[config.mk]
export PLATFORM = sky130hd
export DESIGN_NAME = rphs_hash
export DESIGN_NICKNAME = d
export VERILOG_FILES = /design/src/rtl/resident_page_hash_set_assert.svh /design/src/rtl/rphs_pkg.sv /design/src/rtl/rphs_hash.sv
export SDC_FILE = /design/constraint.sdc
export NUM_CORES = 2
export LEC_CHECK = 0
export CORE_MARGIN = 3
export CORE_UTILIZATION = 66
export DETAILED_ROUTE_END_ITERATION = 7
export DONT_BUFFER_PORTS = 1
export PLACE_DENSITY = 0.82
export SETUP_SLACK_MARGIN = 0.4
export SYNTH_ARGS = -nofsm -noshare
export SYNTH_HDL_FRONTEND = slang
export SYNTH_SLANG_ARGS = --single-unit
[constraint.sdc]
create_clock -name clk_i -period 16.11 [get_ports clk_i]
set_input_delay 1.611 -clock clk_i [delete_from_list [all_inputs] [get_ports clk_i]]
set_output_delay 1.611 -clock clk_i [all_outputs]
set_load 0.01 [all_outputs]
[src/rtl/resident_page_hash_set_assert.svh]
// ----------------------------------------------------------------------------
// Resident page hash set assertion macros
// Shared property templates for the concurrent checks of the hash set.
// ----------------------------------------------------------------------------
`ifndef RESIDENT_PAGE_HASH_SET_ASSERT_SVH
`define RESIDENT_PAGE_HASH_SET_ASSERT_SVH

// Same-cycle implication, sampled on clk_i and muted while rst_ni is low.
`define RPHS_ASSERT_IMPLY(label, ante, cons, msg) \
  label: assert property (@(posedge clk_i) disable iff (!rst_ni) (ante) |-> (cons)) \
    else $error(msg);

// Next-cycle implication, sampled on clk_i and muted while rst_ni is low.
`define RPHS_ASSERT_NEXT(label, ante, cons, msg) \
  label: assert property (@(posedge clk_i) disable iff (!rst_ni) (ante) |=> (cons)) \
    else $error(msg);

`endif

[src/rtl/rphs_pkg.sv]
// ----------------------------------------------------------------------------
// Resident page hash set package
// Request kinds, slot codes and mixing constants shared by the hash set.
// ----------------------------------------------------------------------------
package rphs_pkg;

  typedef enum logic [1:0] {
    KIND_INSERT   = 2'd0,
    KIND_CONTAINS = 2'd1,
    KIND_REMOVE   = 2'd2,
    KIND_SCAN     = 2'd3
  } kind_e;

  localparam logic [63:0] SLOT_EMPTY = 64'hFFFF_FFFF_FFFF_FFFF;
  localparam logic [63:0] SLOT_TOMB  = 64'hFFFF_FFFF_FFFF_FFFE;

  localparam logic [63:0] MIX_MUL  = 64'hc6a4_a793_5bd1_e995;
  localparam logic [63:0] MIX_SEED = 64'h8445_d61a_4e77_4912;
  // Initial hash state: seed xor (multiplier times eight), modulo 2^64.
  localparam logic [63:0] MIX_H0   = MIX_SEED ^ {MIX_MUL[60:0], 3'b000};
  localparam int unsigned MIX_SHIFT = 47;

endpackage

[src/rtl/rphs_hash.sv]
// ----------------------------------------------------------------------------
// Resident page hash set home slot unit
// Murmur-style 64-bit mix on one shared 32x32 multiplier, then reduction
// of the hash to a slot index.
// ----------------------------------------------------------------------------
module rphs_hash import rphs_pkg::*; #(
  parameter int unsigned TABLE_DEPTH = 1024
) (
  input  logic                           clk_i,
  input  logic                           rst_ni,
  input  logic                           start_i,
  input  logic [63:0]                    key_i,
  output logic                           done_o,
  output logic [$clog2(TABLE_DEPTH)-1:0] slot_o
);

  localparam int unsigned AddrW   = $clog2(TABLE_DEPTH);
  localparam bit          IsPow2  = (TABLE_DEPTH & (TABLE_DEPTH - 1)) == 0;
  localparam logic [63:0] Pow32   = 64'h1_0000_0000;
  localparam logic [31:0] FoldMul = 32'(Pow32 % 64'(TABLE_DEPTH));
  localparam logic [31:0] Recip   = 32'(Pow32 / 64'(TABLE_DEPTH));
  localparam logic [31:0] Depth32 = 32'(TABLE_DEPTH);

  typedef enum logic [3:0] {
    HS_IDLE = 4'b0001,
    HS_MUL  = 4'b0010,
    HS_MOD  = 4'b0100,
    HS_DIV  = 4'b1000
  } hash_state_e;

  hash_state_e      state_q, state_d;
  logic [1:0]       phase_q, phase_d;
  logic [1:0]       round_q, round_d;
  logic             done_q, done_d;
  logic [63:0]      val_q, val_d;
  logic [63:0]      acc_q, acc_d;
  logic [63:0]      prod_q, prod_d;
  logic [AddrW-1:0] rem_q, rem_d;

  logic [31:0] mul_a, mul_b;
  logic [63:0] mul_res;
  logic [63:0] add_sum;
  logic [63:0] post_val;
  logic [31:0] red_sub;

  // A 64x64 product modulo 2^64 is built from three 32x32 partial products:
  // low*low in full, plus the low halves of the two cross terms shifted up.
  always_comb begin
    mul_a = val_q[31:0];
    mul_b = MIX_MUL[31:0];
    unique case (state_q)
      HS_MOD: begin
        mul_a = val_q[63:32];
        mul_b = FoldMul;
      end
      HS_DIV: begin
        if (phase_q == 2'd0) begin
          mul_b = Recip;
        end else begin
          mul_a = prod_q[63:32];
          mul_b = Depth32;
        end
      end
      default: begin
        unique case (phase_q)
          2'd1: begin
            mul_b = MIX_MUL[63:32];
          end
          2'd2: begin
            mul_a = val_q[63:32];
          end
          default: ;
        endcase
      end
    endcase
  end

  assign mul_res = 64'(mul_a) * 64'(mul_b);
  assign add_sum = acc_q + {prod_q[31:0], 32'd0};

  always_comb begin
    unique case (round_q)
      2'd1:    post_val = add_sum ^ MIX_H0;
      default: post_val = add_sum ^ (add_sum >> MIX_SHIFT);
    endcase
  end

  assign red_sub = val_q[31:0] - Depth32;

  always_comb begin
    state_d = state_q;
    phase_d = phase_q;
    round_d = round_q;
    done_d  = 1'b0;
    val_d   = val_q;
    acc_d   = acc_q;
    prod_d  = prod_q;
    rem_d   = rem_q;
    unique case (state_q)
      HS_IDLE: begin
        if (start_i) begin
          val_d   = key_i;
          phase_d = 2'd0;
          round_d = 2'd0;
          state_d = HS_MUL;
        end
      end
      HS_MUL: begin
        prod_d  = mul_res;
        phase_d = phase_q + 2'd1;
        unique case (phase_q)
          2'd0: ;
          2'd1: acc_d = prod_q;
          2'd2: acc_d = add_sum;
          2'd3: begin
            val_d = post_val;
            if (round_q == 2'd3) begin
              if (IsPow2) begin
                rem_d   = post_val[AddrW-1:0];
                done_d  = 1'b1;
                state_d = HS_IDLE;
              end else begin
                state_d = HS_MOD;
              end
            end else begin
              round_d = round_q + 2'd1;
            end
          end
          default: ;
        endcase
      end
      HS_MOD: begin
        // Fold the upper word down with 2^32 mod depth until the hash fits
        // in 32 bits; this keeps the value congruent.
        if (val_q[63:32] == 32'd0) begin
          phase_d = 2'd0;
          state_d = HS_DIV;
        end else begin
          val_d = mul_res + {32'd0, val_q[31:0]};
        end
      end
      HS_DIV: begin
        // The reciprocal quotient is low by at most one, so a single
        // compare and subtract finishes the remainder.
        phase_d = phase_q + 2'd1;
        unique case (phase_q)
          2'd0, 2'd1: prod_d = mul_res;
          2'd2: val_d = {32'd0, val_q[31:0] - prod_q[31:0]};
          2'd3: begin
            rem_d   = (val_q[31:0] >= Depth32) ? red_sub[AddrW-1:0] : val_q[AddrW-1:0];
            done_d  = 1'b1;
            state_d = HS_IDLE;
          end
          default: ;
        endcase
      end
      default: state_d = HS_IDLE;
    endcase
  end

  always_ff @(posedge clk_i or negedge rst_ni) begin
    if (!rst_ni) begin
      state_q <= HS_IDLE;
      phase_q <= '0;
      round_q <= '0;
      done_q  <= 1'b0;
    end else begin
      state_q <= state_d;
      phase_q <= phase_d;
      round_q <= round_d;
      done_q  <= done_d;
    end
  end

  always_ff @(posedge clk_i) begin
    val_q  <= val_d;
    acc_q  <= acc_d;
    prod_q <= prod_d;
    rem_q  <= rem_d;
  end

  assign done_o = done_q;
  assign slot_o = rem_q;

endmodule

# Word level (Yosys, flattened, before mapping)
# Index checks and enable logic that the tools add are counted.
dict set report word_totals {
  in_bits 67
  word_cells 88
  regBits 211
}
dict set report classes {
  bitwise_logic 2
  n_eq_ne 18
  addsub 6
  reduce_logical 16
  muxes 36
  n_mul 1
  magnitude_cmp 1
}
# cell count
set op_table {}
lappend op_table {{64-bit 2-to-1 mux} 6}
lappend op_table {{64-bit one-hot mux with 2 select lines} 2}
lappend op_table {{64-bit one-hot mux with 4 select lines} 1}
lappend op_table {{32-bit one-hot mux with 2 select lines} 2}
lappend op_table {{32-bit 2-to-1 mux} 3}
lappend op_table {{64-bit by 32-bit adder with 64-bit output} 1}
lappend op_table {{64-bit adder} 1}
lappend op_table {{32-bit by 32-bit multiplier with 64-bit output} 1}
lappend op_table {{64-bit by 17-bit bitwise XOR with 64-bit output} 1}
lappend op_table {{10-bit 2-to-1 mux} 4}
lappend op_table {{32-bit by 11-bit greater-or-equal comparator with 1-bit output (second input constant)} 1}
lappend op_table {{32-bit zero test} 1}
lappend op_table {{32-bit subtractor} 1}
lappend op_table {{26-bit inverter} 1}
lappend op_table {{23-bit 2-to-1 mux} 1}
lappend op_table {{4-bit 2-to-1 mux} 5}
lappend op_table {{10-bit one-hot mux with 2 select lines} 1}
lappend op_table {{4-bit one-hot mux with 4 select lines} 1}
lappend op_table {{2-bit inequality test (second input constant)} 7}
lappend op_table {{5-bit AND reduction} 2}
lappend op_table {{10-bit by 1-bit subtractor with 10-bit output (second input constant)} 1}
lappend op_table {{2-bit 2-to-1 mux} 4}
lappend op_table {{4-bit AND reduction} 2}
lappend op_table {{2-bit equality test (second input constant)} 3}
lappend op_table {{18 further kinds} 27}

# Logic depth before layout (Yosys ltp)
dict set report depth {
  depth_word 7
  depth_mapped 35
  mapped_depth_nobuf 33
}

# Worst setup path after synthesis
# Ideal clock, no wire load.
dict set report synth_timing {
  path_kind {flip-flop to flip-flop}
  start {reg phase_q[0]}
  end {reg prod_q[56], data pin}
  t_arrival_ps 8905
  slack_ps 6940
  path_stages_with_launch 33
  setup_time_ps 265
  synth_period_minus_slack_ps 9170
  t_required_ps 15845
  cell_sequence {dfrtp_1 -> inv_1 -> ha_1 -> clkbuf_1 -> buf_1 -> mux2i_1 -> inv_1 -> nand2_1 -> inv_1 -> fa_1 -> inv_1 -> fa_1 -> fa_1 -> fa_1 -> inv_1 -> fa_1 -> fa_1 -> fa_1 -> inv_1 -> fa_1 -> inv_1 -> ha_1 -> buf_6 -> a21o_1 -> a21o_1 -> a21oi_2 -> o21ai_1 -> a221o_1 -> a311o_1 -> or3b_1 -> o221ai_2 -> o21ai_1 -> xor2_1}
}
dict set report synth_between {
  elab_chain_cells 6
}
# item line
set synth_lines {}
lappend synth_lines {{start, declared} rphs_hash.sv:32} ;# logic [1:0] phase_q, phase_d;
lappend synth_lines {{start signal, assigned} rphs_hash.sv:169} ;# phase_q <= phase_d;
lappend synth_lines {{2-bit equality test, or another cell as far along} rphs_hash.sv:65} ;# unique case (phase_q)
lappend synth_lines {{32-bit 2-to-1 mux, or another cell as far along} rphs_hash.sv:65}
lappend synth_lines {{32-bit one-hot mux with 2 select lines} rphs_hash.sv:51} ;# unique case (state_q)
lappend synth_lines {{32-bit by 32-bit multiplier with 64-bit output (*)} rphs_hash.sv:78} ;# assign mul_res = 64'(mul_a) * 64'(mul_b);
lappend synth_lines {{named net mul_res[56]} rphs_hash.sv:41} ;# logic [63:0] mul_res;
lappend synth_lines {{64-bit 2-to-1 mux} rphs_hash.sv:146} ;# unique case (phase_q)
lappend synth_lines {{64-bit one-hot mux with 2 select lines (*)} rphs_hash.sv:99} ;# unique case (state_q)
lappend synth_lines {{end signal, assigned} rphs_hash.sv:178} ;# prod_q <= prod_d;
lappend synth_lines {{end, declared} rphs_hash.sv:37} ;# logic [63:0] prod_q, prod_d;
# The timed path passes the listed nets; every way through them passes the cells marked *. The select of a mux whose other input is x is not followed.
# A chain may end at the register's enable or synchronous reset.

# Worst setup path in the final report
dict set report layout_timing {
  start {reg phase_q[0]}
  end {reg prod_q[59], data pin}
}
# The elaborated chain is that of the path after synthesis.

==> key figures <==
Floorplan
  • Starting Density: between 60% and 70%
  • Die area: approximately 55000 um^2
  • I/O Pins: between 70 and 80
  • Core box area: between 50000 and 60000 um^2
  • Die outline height: 235 um
  • Horiz. Die Dim: 235 um
  • Site row count: between 80 and 90

Clock tree
  • CTS tree: yes
  • Worst-Skew Late Latency: 0.51 ns
  • H-tree Lvls: 1
  • Root buf cell: clkbuf_16
  • Num Clock Sinks: 209
  • Inserted Clock Buffers: 19
  • Clock buffer depth: 3
  • Clock transition at the registers of the reported paths: 0.07 ns
  • # resized after CTS: 0
  • Setup bufs post-CTS: 0
  • Hold Buf Count CTS: 0

GRT
  • Antenna violations before repair: 2
  • GRT Residual Overflow: 0
  • Vias in the first global route: between 20k and 30k
  • Pin count of the biggest net entering global routing: 98
  • Total track usage: 38.0%
  • First-pass GRT wire length: about 150 mm

Route
  • Drt first pass iters: 7
  • Vias: around 24k
  • Drt via density: between 6 and 7
  • Antenna Nets Post-Route: 0
  • Drt initial violations: about 2.2k
  • Drt total wl: between 100 and 150 mm
  • Drc violations: 0
  • Routed WL per cell: 25.5 um

Synthesis
  • Yosys top cell area share: a little over a third
  • Synth Area per Inst: roughly 10 um^2
  • Net Count, Synth: about 4.4k
  • Post-synth ARST share: approximately 3.3%
  • Synth Register Bits: around 210
  • Post-synthesis cell count: about 3.3k
  • Post-synth EDFFs: between 200 and 250
  • Sequential element share of the synthesized area: between 10% and 20%
  • Count of different cell masters after synthesis: 74
  • Top FF cell, synth: edfxtp_1
  • Warnings, synthesis: 0
  • Synth area leader: fa_1
  • Synth area leaders: fa_1 (36%), edfxtp_1 (18%), ha_1 (16%)
  • Post-Syn Area: between 30000 and 40000 um^2

STA
  • Setup Skew: around 0.014 ns
  • Slew headroom: about a fifth
  • Upper clock frequency limit: ~92 MHz
  • Worst-Margin Slew: 1.21 ns
  • Total negative slack: 0 ns
  • RSZ-0062 raised after global routing: false
  • Final Setup Violations: 0
  • Hold Violations, Final: 0
  • Final Max Tran Viols: 0
  • Fin crit share: about two thirds
  • Fin crit period: 10.84 ns

Status
  • Status: completed

Layout
  • Layout area overhead: 3.98%
  • Final Non-Filler Cells: ~4.0k
  • Final #Nets: approximately 4.4k
  • Most frequent cells in the layout: inv_1 (830), fa_1 (626), ha_1 (429)
  • Commonest non-fill, non-tap cell in the layout: inv_1
  • Diodes inserted: 0
  • Fillers: between 3k and 4k
  • Design area: roughly 36000 um^2
  • Share of cells above drive strength 1: 3.43%

Worst setup path
  • Slowest library cell on the worst path: mux2i_1
  • CP bufs+invs: 7
  • Critical Path Start Type: flop
  • CP Max Fanout: between 50 and 60
  • CP required: ~16 ns
  • Arr. time, crit path: between 10 and 15 ns
  • Largest delay share family, worst path: adder cells
  • Most frequent cell on the critical path: fa_1
  • Slowest cell delay on critical path: a little under 1 ns
  • Critical path class: reg -> reg
  • Worst Setup End Kind: flop

Placed design
  • Hpwl dp: around 87 mm
  • RePlAce Congestion: about 1.0
  • Post-place instance area: approximately 35000 um^2
  • Placed cells: 3937
  • I/O Buffers: 0

Flow run
  • Max-cap violations: 0

Min path
  • Worst min-delay path class: reg -> reg
==> final cells by class <==
cell class | count | area [um^2] | share of cell area (%)
multi-input combinational | 2193 | 24900 | 69.3
sequential | 209 | 6240 | 17.4
inverter | 834 | 3130 | 8.73
tap | 680 | 851 | 2.37
clock buffer | 25 | 508 | 1.42
timing repair buffer | 21 | 158 | 0.440
clock inverter | 9 | 104 | 0.290
==> metal layers <==
metal	track usage (%)	wire, um	vias to the layer above
met5	0.714	53	-
met4	19.4	6700	2
met3	6.79	8360	294
met2	60.1	47200	1124
met1	50.9	39000	12100
li1	-	-	10400
==> state kept, by name (all words and copies together) (netlist names) <==
| name | count |
|---|---|
| acc_q | 64 |
| prod_q | 64 |
| val_q | 64 |
| slot_o | 10 |
| phase_q | 2 |
| round_q | 2 |
| state_q | 2 |
| done_o | 1 |
==> per-stage QoR <==
step / utilization (%) / worst slack [ns] / hold slack, ns
floorplan: - / 6.94 / 0.474
global placement: 68.4 / 5.45 / 0.487
detailed placement: 68.4 / 5.42 / 0.494
CTS: 69.6 / 5.38 / 0.509
global route: 69.6 / 4.81 / 0.531
finish: 69.6 / 5.27 / 0.507
==> kinds of logic (layout without fill, tap and decap cells) <==
group / count (synthesis) / after routing / share of synthesized area (%)
and+or+nand+nor: 505 / 505 / 6.79
DFF: 209 / 209 / 18.1
other: 1 / 1 / 0.0109
AOI/OAI and AO/OA: 435 / 435 / 7.92
buffers and inverters: 906 / 889 / 9.91
adders and majority gates: 1058 / 1058 / 52.0
muxes: 56 / 56 / 1.75
xor gates and xnor gates: 138 / 138 / 3.50
==> worst reg2reg max path, delay by kind of cell (launching register included) <==
kind	cells	cell delay (ns)
xor gates and xnor gates	1	0.16
buffers and inverters	7	1.13
adders and majority gates	10	5.29
AOI/OAI and AO/OA	7	1.74
and+or+nand+nor	3	0.78
DFF	1	0.46
muxes	1	1.03
==> synthesized netlist by cell type, drive strengths merged, types with 10 or more instances <==
cell and instances:
o21a 12, edfxtp 202, o21ai 99, nand3 17, nand2 192, o211ai 10
o21bai 19, ha 432, a21o 82, a21oi 142, a211oi 11, clkbuf 54
nor2 127, nand4 23, or2 15, a31oi 14, xor2 43, xnor2 95
nor3 19, nor2b 49, mux2i 23, mux2 33, and3 12, fa 626
and2 25, nand2b 13, buf 18, inv 832
==> final timing paths <==
kind	from	to	slack, ns	cells past startpoint
max	phase_q[0]	prod_q[59]	5.27	29
min in group asynchronous	rst_ni	state_q[1]	0.80	0
min	acc_q[17]	val_q[17]	0.51	2
max reg2reg	phase_q[0]	prod_q[59]	5.27	29
min reg2reg	acc_q[17]	val_q[17]	0.51	2
max in group asynchronous	rst_ni	state_q[0]	15.14	0
Power is left out: the tool's default activity adds up to more than one toggle a clock period on the data nets, which glitch-free logic cannot reach.
